==> src/rtl/amc_pkg.sv <==
// Shared types, constants and helpers for the single-axis box motion clip.
// No dependencies; imported by every module of the block.
package amc_pkg;

  // Coordinate format: signed Q16.16 two's complement
  localparam int COORD_WIDTH = 32;
  // Differences and gap-minus-motion terms need two guard bits
  localparam int WIDE_W      = COORD_WIDTH + 2;

  // Stream packing
  localparam int IN_COORDS   = 7;
  localparam int IN_TDATA_W  = ((IN_COORDS * COORD_WIDTH + 7) / 8) * 8;
  localparam int IN_TUSER_W  = 3;
  localparam int OUT_TDATA_W = ((COORD_WIDTH + 7) / 8) * 8;
  localparam int CFG_INDEX_W = 3;

  typedef logic signed [COORD_WIDTH-1:0] coord_t;
  typedef logic signed [WIDE_W-1:0]      wide_t;
  typedef logic [1:0]                    axis_t;
  typedef logic [2:0][COORD_WIDTH-1:0]   coord3_t;

  localparam axis_t AXIS_X = 2'd0;
  localparam axis_t AXIS_Y = 2'd1;
  localparam axis_t AXIS_Z = 2'd2;

  // Saturation bounds, in the wide format
  localparam wide_t SAT_HI = {{(WIDE_W - COORD_WIDTH + 1){1'b0}}, {(COORD_WIDTH - 1){1'b1}}};
  localparam wide_t SAT_LO = ~SAT_HI;

  // Box: lower and upper bounds, index 0 x, 1 y, 2 z
  typedef struct packed {
    coord3_t lo;
    coord3_t hi;
  } box_t;

  // One clip request as held in the input stage
  typedef struct packed {
    box_t   obstacle;
    coord_t motion;
    axis_t  axis;
    logic   pushout_disabled;
  } clip_req_t;

  // Configuration register indexes
  typedef enum logic [CFG_INDEX_W-1:0] {
    REG_MIN_X = 3'd0,
    REG_MIN_Y = 3'd1,
    REG_MIN_Z = 3'd2,
    REG_MAX_X = 3'd3,
    REG_MAX_Y = 3'd4,
    REG_MAX_Z = 3'd5
  } cfg_reg_t;

  // Next axis round the cycle x -> y -> z -> x
  function automatic axis_t axis_after(input axis_t a);
    case (a)
      AXIS_X:  axis_after = AXIS_Y;
      AXIS_Y:  axis_after = AXIS_Z;
      AXIS_Z:  axis_after = AXIS_X;
      default: axis_after = AXIS_X;
    endcase
  endfunction

  // Axis two steps round the cycle
  function automatic axis_t axis_after2(input axis_t a);
    case (a)
      AXIS_X:  axis_after2 = AXIS_Z;
      AXIS_Y:  axis_after2 = AXIS_X;
      AXIS_Z:  axis_after2 = AXIS_Y;
      default: axis_after2 = AXIS_X;
    endcase
  endfunction

  // Select one coordinate of a bound triple
  function automatic coord_t pick(input coord3_t v, input axis_t a);
    case (a)
      AXIS_X:  pick = $signed(v[0]);
      AXIS_Y:  pick = $signed(v[1]);
      AXIS_Z:  pick = $signed(v[2]);
      default: pick = $signed(v[0]);
    endcase
  endfunction

endpackage

==> src/rtl/amc_cfg.sv <==
// Configuration register file holding the moving box bounds.
// Depends on amc_pkg.
module amc_cfg
  import amc_pkg::*;
(
  input  logic                   clk,
  input  logic                   rst_n,
  input  logic                   cfg_valid,
  input  logic [CFG_INDEX_W-1:0] cfg_index,
  input  logic [COORD_WIDTH-1:0] cfg_data,
  output box_t                   mover
);

  box_t mover_r;
  box_t mover_nxt;

  // Register write decode; indexes past the list are dropped
  always_comb begin
    mover_nxt = mover_r;
    if (cfg_valid) begin
      case (cfg_reg_t'(cfg_index))
        REG_MIN_X: mover_nxt.lo[0] = cfg_data;
        REG_MIN_Y: mover_nxt.lo[1] = cfg_data;
        REG_MIN_Z: mover_nxt.lo[2] = cfg_data;
        REG_MAX_X: mover_nxt.hi[0] = cfg_data;
        REG_MAX_Y: mover_nxt.hi[1] = cfg_data;
        REG_MAX_Z: mover_nxt.hi[2] = cfg_data;
        default:   mover_nxt = mover_r;
      endcase
    end
  end

  always_ff @(posedge clk) begin
    if (!rst_n) begin
      mover_r <= '0;
    end else begin
      mover_r <= mover_nxt;
    end
  end

  assign mover = mover_r;

endmodule

==> src/rtl/amc_clip.sv <==
// Combinational single-axis clip of the moving box against one obstacle.
// Depends on amc_pkg.
module amc_clip
  import amc_pkg::*;
(
  input  box_t      mover,
  input  clip_req_t req,
  output coord_t    clipped_motion
);

  axis_t a1;
  axis_t a2;
  logic  hit_a1;
  logic  hit_a2;
  wide_t m;
  wide_t gap_lo;
  wide_t gap_hi;
  wide_t res;
  wide_t res_sat;

  // Strict overlap on the two cross axes
  always_comb begin
    a1 = axis_after(req.axis);
    a2 = axis_after2(req.axis);
    hit_a1 = (pick(req.obstacle.hi, a1) > pick(mover.lo, a1)) &&
             (pick(req.obstacle.lo, a1) < pick(mover.hi, a1));
    hit_a2 = (pick(req.obstacle.hi, a2) > pick(mover.lo, a2)) &&
             (pick(req.obstacle.lo, a2) < pick(mover.hi, a2));
  end

  // Gaps along the clip axis, formed wide
  always_comb begin
    m      = WIDE_W'(req.motion);
    gap_lo = WIDE_W'(pick(req.obstacle.hi, req.axis)) - WIDE_W'(pick(mover.lo, req.axis));
    gap_hi = WIDE_W'(pick(req.obstacle.lo, req.axis)) - WIDE_W'(pick(mover.hi, req.axis));
  end

  // Clip decision; compares against a signed zero
  always_comb begin
    if (m == '0) begin
      res = '0;
    end else if (!(req.axis inside {AXIS_X, AXIS_Y, AXIS_Z})) begin
      res = m;
    end else if (!hit_a1 || !hit_a2) begin
      res = m;
    end else if (gap_lo <= wide_t'(0)) begin
      // obstacle below: clamp downward motion
      res = ((gap_lo - m) > wide_t'(0)) ? gap_lo : m;
    end else if (gap_hi >= wide_t'(0)) begin
      // obstacle above: clamp upward motion
      res = ((gap_hi - m) < wide_t'(0)) ? gap_hi : m;
    end else if (req.pushout_disabled) begin
      res = m;
    end else begin
      // already overlapping: shorter push-out, ties go downward
      res = (gap_lo < -gap_hi) ? gap_lo : gap_hi;
    end
  end

  // Saturate to the coordinate range
  always_comb begin
    if (res > SAT_HI) begin
      res_sat = SAT_HI;
    end else if (res < SAT_LO) begin
      res_sat = SAT_LO;
    end else begin
      res_sat = res;
    end
  end

  assign clipped_motion = res_sat[COORD_WIDTH-1:0];

endmodule

==> src/rtl/aabb_axis_motion_clip.sv <==
// An accepted input is held in the input register, then its result in the output register, unless stalled.
// Throughput: one item per cycle while the output is not stalled; an input register and an output register
// are separated by one pass of compare/subtract logic in amc_clip.
// While a result waits, the input stage accepts only if it is empty.
// Reset (rst_n low, synchronous) empties both stages and clears the moving box to 0.
// Top level: stream ports, input/output stages; uses amc_pkg, amc_cfg, amc_clip.
module aabb_axis_motion_clip
  import amc_pkg::*;
(
  input  logic                   clk,
  input  logic                   rst_n,
  // obstacle_min_x, _min_y, _min_z, obstacle_max_x, _max_y, _max_z, motion
  input  logic [IN_TDATA_W-1:0]  in_tdata,
  // axis [1:0], pushout_disabled [2]
  input  logic [IN_TUSER_W-1:0]  in_tuser,
  input  logic                   in_tvalid,
  output logic                   in_tready,
  // clipped_motion
  output logic [OUT_TDATA_W-1:0] out_tdata,
  output logic                   out_tvalid,
  input  logic                   out_tready,
  input  logic                   cfg_valid,
  output logic                   cfg_ready,
  input  logic [CFG_INDEX_W-1:0] cfg_index,
  input  logic [COORD_WIDTH-1:0] cfg_data
);

  box_t      mover;
  clip_req_t req_in;
  clip_req_t s1_req_r;
  logic      s1_valid_r;
  logic      s1_valid_nxt;
  coord_t    clipped;
  coord_t    out_data_r;
  logic      out_valid_r;
  logic      out_valid_nxt;
  logic      advance;

  assign cfg_ready = 1'b1;

  amc_cfg u_cfg (
    .clk       (clk),
    .rst_n     (rst_n),
    .cfg_valid (cfg_valid),
    .cfg_index (cfg_index),
    .cfg_data  (cfg_data),
    .mover     (mover)
  );

  // Unpack the input transaction
  always_comb begin
    for (int i = 0; i < 3; i++) begin
      req_in.obstacle.lo[i] = in_tdata[i*COORD_WIDTH +: COORD_WIDTH];
      req_in.obstacle.hi[i] = in_tdata[(i+3)*COORD_WIDTH +: COORD_WIDTH];
    end
    req_in.motion           = $signed(in_tdata[6*COORD_WIDTH +: COORD_WIDTH]);
    req_in.axis             = in_tuser[1:0];
    req_in.pushout_disabled = in_tuser[2];
  end

  // Stage handshake
  assign advance       = !out_valid_r || out_tready;
  assign in_tready     = !s1_valid_r || advance;
  assign s1_valid_nxt  = in_tready ? in_tvalid : s1_valid_r;
  assign out_valid_nxt = advance ? s1_valid_r : out_valid_r;

  amc_clip u_clip (
    .mover          (mover),
    .req            (s1_req_r),
    .clipped_motion (clipped)
  );

  // Control state
  always_ff @(posedge clk) begin
    if (!rst_n) begin
      s1_valid_r  <= 1'b0;
      out_valid_r <= 1'b0;
    end else begin
      s1_valid_r  <= s1_valid_nxt;
      out_valid_r <= out_valid_nxt;
    end
  end

  // Payload
  always_ff @(posedge clk) begin
    if (in_tvalid && in_tready) begin
      s1_req_r <= req_in;
    end
    if (advance && s1_valid_r) begin
      out_data_r <= clipped;
    end
  end

  assign out_tvalid = out_valid_r;
  assign out_tdata  = OUT_TDATA_W'($unsigned(out_data_r));

endmodule

==> config.mk <==
export PLATFORM = sky130hd
export DESIGN_NAME = aabb_axis_motion_clip
export DESIGN_NICKNAME = d
export VERILOG_FILES = /design/src/rtl/amc_pkg.sv /design/src/rtl/amc_cfg.sv /design/src/rtl/amc_clip.sv /design/src/rtl/aabb_axis_motion_clip.sv
export SDC_FILE = /design/constraint.sdc
export NUM_CORES = 2
export LEC_CHECK = 0
export ABC_AREA = 1
export ABC_CLOCK_PERIOD_IN_PS = 10200
export BUFFER_PORTS_ARGS = -buffer_cell sky130_fd_sc_hd__buf_2
export CAP_MARGIN = 20
export CORE_MARGIN = 4
export CORE_UTILIZATION = 40
export CTS_CLUSTER_DIAMETER = 50
export DETAILED_ROUTE_END_ITERATION = 7
export GPL_TIMING_DRIVEN = 0
export PLACE_DENSITY = 0.58
export SETUP_SLACK_MARGIN = 0.15
export SYNTH_ARGS = -nofsm -noshare
export SYNTH_HDL_FRONTEND = slang
export SYNTH_SLANG_ARGS = --single-unit
==> constraint.sdc <==
create_clock -name clk -period 10.2 [get_ports clk]
set_input_delay 0.51 -clock clk [delete_from_list [all_inputs] [get_ports clk]]
set_output_delay 0.51 -clock clk [all_outputs]
set_load 0.01 [all_outputs]
Word level (Yosys, flattened, before mapping)
Cells that the tools add are included.
{"block": "classes", "n_addsub": 5, "n_lt_le_gt_ge": 11, "eq_ne": 11, "n_mux": 24, "reduce_logical": 21}
{"cell": "$pmux W32 S2", "n": 12}
{"cell": "$mux W34", "n": 9}
{"cell": "$sub A33 B32 Y34", "n": 2}
{"cell": "$sub A32 B32 Y33", "n": 2}
{"cell": "$gt A32 B32 Y1", "n": 2}
{"cell": "$lt A32 B32 Y1", "n": 2}
{"cell": "$gt A34 B1 Y1 const B", "n": 1}
{"cell": "$gt A34 B32 Y1 const B", "n": 1}
{"cell": "$logic_not A34 Y1", "n": 1}
{"cell": "$lt A33 B34 Y1", "n": 1}
{"cell": "$lt A34 B1 Y1 const B", "n": 1}
{"cell": "$lt A34 B32 Y1 const B", "n": 1}
{"cell": "$neg A33 Y34", "n": 1}
{"cell": "$ge A33 B1 Y1 const B", "n": 1}
{"cell": "$le A33 B1 Y1 const B", "n": 1}
{"cell": "$mux W32", "n": 1}
{"cell": "$reduce_and A2 Y1", "n": 6}
{"cell": "$pmux W2 S2", "n": 2}
{"cell": "$eq A2 B1 Y1 const B", "n": 3}
{"cell": "$eq A2 B2 Y1 const B", "n": 3}
{"cell": "$eq A3 B2 Y1 const B", "n": 2}
{"cell": "$eq A3 B3 Y1 const B", "n": 2}
{"cell": "$logic_and A1 B1 Y1", "n": 4}
{"cell": "$logic_not A1 Y1", "n": 4}
{"cell": "other kinds (5)", "n": 7}
{"block": "totals", "regBits": 453, "inputBits": 267, "out_inout_bits": 35}

Logic depth before layout (Yosys ltp)
{"block": "logic_depth", "depth_word": 14, "mapped_depth": 51}

Modules after synthesis
A second synthesis with hierarchy kept.
{"block": "unflattened", "hier_cells": 5500, "area_unflattened_um2": 37190.7}
{"module": "amc_clip", "n_inst": 1, "cells_each": 4135, "area_per_inst_um2": 21747.1}
{"module": "aabb_axis_motion_clip", "n_inst": 1, "cells_each": 274, "area_per_inst_um2": 7883.8}
{"module": "amc_cfg", "n_inst": 1, "cells_each": 1091, "area_per_inst_um2": 7559.8}

Worst setup path before layout
No wires, ideal clock.
{"block": "synth_timing", "path_type": "register to register", "from": "reg s1_req_r[1] (netlist name)", "to": "reg out_data_r[14] (netlist: out_tdata[14]) (data pin)", "setup_ns": 0.252, "t_arrival_ns": 5.858, "t_required_ns": 9.948, "setup_slack_ns": 4.090, "path_stages_with_launch": 48, "path_buffers": 3, "period_less_slack_ns": 6.110, "cell_sequence": "edfxtp_1 inv_1 ha_1 clkbuf_1 buf_1 o221ai_1 o21ai_0 inv_1 ha_1 fa_1 nand3b_1 nand2_1 nand3_1 nand2_1 nand2_1 nand2_2 nand2_1 nand2_1 (+12 left out) nand4_1 inv_1 nand2_1 nor2_1 nand2_1 nand2_1 nand2_1 nand2_1 nand2_1 clkbuf_1 o211ai_1 nand2_1 nand2_1 nor2_1 nor2_1 a21oi_1 nand2_1 nand2_1"}
{"block": "synth_via", "elab_chain_cells": 14}
{"item": "start, declared", "line": "aabb_axis_motion_clip.sv:30", "rtl": "clip_req_t s1_req_r;"}
{"item": "start signal, assigned", "line": "aabb_axis_motion_clip.sv:87", "rtl": "s1_req_r <= req_in;"}
{"item": "$eq A2 B2 Y1 / $eq A2 B1 Y1 (equally long branches)"}
{"item": "$pmux W32 S2", "line": "amc_pkg.sv:76", "rtl": "case (a)"}
{"item": "$sub A32 B32 Y33", "line": "amc_clip.sv:35", "rtl": "gap_hi = WIDE_W'(pick(req.obstacle.lo, req.axis)) - WIDE_W'(pick(mover.hi, req.axis));"}
{"item": "$neg A33 Y34", "line": "amc_clip.sv:56", "rtl": "res = (gap_lo < -gap_hi) ? gap_lo : gap_hi;"}
{"item": "$lt A33 B34 Y1", "line": "amc_clip.sv:56"}
{"item": "$mux W34", "line": "amc_clip.sv:56"}
{"item": "$mux W34", "line": "amc_clip.sv:52", "rtl": "end else if (req.pushout_disabled) begin"}
{"item": "$mux W34", "line": "amc_clip.sv:49", "rtl": "end else if (gap_hi >= wide_t'(0)) begin"}
{"item": "$mux W34", "line": "amc_clip.sv:46", "rtl": "end else if (gap_lo <= wide_t'(0)) begin"}
{"item": "$mux W34", "line": "amc_clip.sv:44", "rtl": "end else if (!hit_a1 || !hit_a2) begin"}
{"item": "$mux W34 (*)", "line": "amc_clip.sv:42", "rtl": "end else if (!(req.axis inside {AXIS_X, AXIS_Y, AXIS_Z})) begin"}
{"item": "$mux W34 (*)", "line": "amc_clip.sv:40", "rtl": "if (m == '0) begin"}
{"item": "$lt A34 B32 Y1", "line": "amc_clip.sv:64", "rtl": "end else if (res < SAT_LO) begin"}
{"item": "$mux W32", "line": "amc_clip.sv:64"}
{"item": "end signal, assigned", "line": "aabb_axis_motion_clip.sv:90", "rtl": "out_data_r <= clipped;"}
{"item": "end, declared", "line": "aabb_axis_motion_clip.sv:34", "rtl": "coord_t out_data_r;"}
Mark *: on every way between the ends. The rest lies on a longest branch, timed or not.
A chain may end at the register's enable or synchronous reset.

Final worst setup path
{"block": "layout_timing", "from": "reg s1_req_r[1] (netlist name)", "to": "reg out_data_r[22] (netlist: out_tdata[22]) (data pin)"}
The elaborated chain is that of the path after synthesis.

==> qor.yml <==
status: "finished, final reports clean"
rsz0062_at_grt: "false"
fp.dieH_um: 306
required_ns: 10.59
crit_arrival_ns: 10.08
nFillCells: 9140
cts_buffers: 71
cts_sinks: 453
vias_per_cell: 5.75
async_flop_share: 0
design_area_um2: 41300
grt_max_degree: 131
grt_pass1_wl_mm: 229
drcViolationCount: 0
p_per_area_nw_per_um2: 228
insertion_delay_ns: 0.67
synthesis.area_um2: 35600
fin_worst_skew_ns: 0.0381
cts_root_buf: "clkbuf_16"
clock.fmax_mhz: 103
yosys.area_share.simple: 0.226
pre_cts_slack_ns: 0.729
min_period_ns: 9.69
final_common_cell: "nand2_1"
fin_cells: 6692
ctsResizeCount: 0
antenna_found_initial: 16
grt_pass1_vias: 35500
ff_latch_area_um2: 11700
setup_viol: 0
drive_gt1_frac: 0.0935
synth_mux_area_frac: 0
final_cell_mix: "nand2_1, inv_1, nor2_1"
synth_edf_count: 259
maxSlewViolCount: 0
synth_fa_ha_area_frac: 0.105
max_cap_violations: 0
crit_type: "reg2reg"
seq_area_frac_synth: 0.327
fin_crit_sh: 0.950
drt_iter0_drc: 4013
syn-num-nets: 5638
wl_per_cell_um: 23.6
ys_ff_latch: 453
setup_tns_ns: 0
ys.flop_type: "edfxtp_1"
layout_setup_ws_ns: 0.511
routed_wl_mm: 158
postRouteAntennaNets: 0
end_kind: "flip-flop"
die_x_um: 306
synth_top_family_by_area: "simple AND/OR/NAND/NOR gates"
p_leak_uw: 0.0184
port-buffer-count: 299
cts_setup_buffers: 0
synth-xor-area-share: 0.0156
placed_area_um2: 38700
fp.coreArea_um2: 88400
yosysWarnings: 0
cp_slowest_stage_delay_ns: 0.81
hold_viol_final: 0
slew_headroom: 0.183
cts_tree: "done"
multi_input_area_um2: 20400
synth.avg_cell_area_um2: 7.02
layout.nets: 6024
drt-pass1-iter-count: 6
start_util: 0.403
peakVddDrop_mv: 0.159
gp_congestion: 0.981
hpwl_mm: 127
gr-total-overflow: 0
netlist_instances: 5075
synth_compound_area_frac: 0.225
clockBufferDepth: 3
dieArea_um2: 93900
ys_types: 53
ios: 302
netlist_top_cells_area: "edfxtp_1, nand2_1, dfxtp_1, ha_1, inv_1"
clkTransAtPathRegs_ns: 0.06
cpMaxStageDelayCell: "clkbuf_1"
path_max_fanout: 10
synth_area_leader_cell: "edfxtp_1"
path_common_cell: "nand2_1"
hp-class: "in2reg"
cp-start-kind: "flip-flop"
dr_total_vias: 38500
htree_levels: 3
synth_top_area_share: 0.218
grt_usage: 0.323
fp-row-count: 109
worst-slew-pin-transition_ns: 1.23
areaGrowthSynthToFinish_pct: 15.9
dp.cells: 6543
==> logic make-up (layout without fill, tap and decap cells) <==
kind of cell / count (synthesis) / in the layout
AND/OR/NAND/NOR: 1973 / 1973
AO/OA/AOI/OAI: 1352 / 1352
buffers and inverters: 939 / 1383
flip-flops: 453 / 453
adder cells (fa/ha/maj): 296 / 296
XOR/XNOR: 61 / 61
other: 1 / 9
==> area by class of cell <==
class / instances / area share
Clock buffer: 87 / 0.0477
Tap cell: 1165 / 0.0353
Antenna cell: 8 / 0.000485
Clock inverter: 44 / 0.0131
Sequential cell: 453 / 0.282
Buffer: 242 / 0.0238
Timing Repair Buffer: 313 / 0.0403
Inverter: 697 / 0.0635
Multi-Input combinational cell: 3683 / 0.493
==> sequential cells by signal, summed over array words and instances, names as in the netlist <==
name,cells
u_cfg.mover,192
s1_req_r,227
s1_valid_r,1
out_tdata,32
out_tvalid,1
==> synthesized netlist by cell type (all sizes together) (41+ instances only) <==
library cell,instances
inv,691
a31oi,51
nor3,41
nand4,52
o21ai,413
edfxtp,259
a21oi,460
nand2,1206
dfxtp,194
o221ai,209
ha,293
o22ai,131
clkbuf,198
nor2,472
o211ai,57
buf,44
xor2,44
nand3,160
==> critical path: cells and delay by family, from the launching register on <==
family	cells	cell delay [ns]
fa+ha+maj	4	1.39
compound gates	6	1.00
simple gates	25	4.19
flops	1	0.58
xor+xnor	1	0.54
buf+inv	4	1.71
==> power by group <==
| group | switching (uW) | total (uW) | leakage [uW] | internal (uW) |
|---|---|---|---|---|
| registers | 62.3 | 2120 | 0.00409 | 2050 |
| clock network | 1020 | 2560 | 0.00121 | 1540 |
| logic | 3320 | 4730 | 0.0131 | 1410 |
==> path summary, 6_finish.rpt <==
| check | startpoint | endpoint | slack, ns | depth (start not counted) |
|---|---|---|---|---|
| worst max-delay path | s1_req_r[1] | out_tdata[22] | 0.51 | 40 |
| worst min-delay path | in_tdata[182] | s1_req_r[121] | 0.02 | 1 |
| worst max register to register | s1_req_r[1] | out_tdata[22] | 0.51 | 40 |
| worst min register to register | u_cfg.mover[95] | u_cfg.mover[95] | 0.50 | 2 |
==> stage by stage <==
stage	utilization	hold WS [ns]	power, uW
2_1_floorplan	-	0.448	5220
3_3_place_gp	0.437	0.465	6740
3_5_place_dp	0.438	0.494	6760
4_1_cts	0.467	0.000507	9340
5_1_grt	0.467	0.0148	10000
6_report	0.467	0.0233	9400
==> timing repair <==
action	4_1_cts	5_1_grt
endpoints found under the setup margin	0	0
hold buffers	10	0
hold endpoints to repair	10	0
==> routing by layer <==
| metal | vias up | GRT usage | share of wire |
|---|---|---|---|
| met5 | - | 0 | 0.00047 |
| met4 | 10 | 0.180 | 0.067 |
| met3 | 365 | 0.0591 | 0.090 |
| met2 | 1924 | 0.496 | 0.43 |
| met1 | 18000 | 0.428 | 0.41 |
| li1 | 18200 | - | - |
No activity file was read; power rests on OpenSTA's default activity.
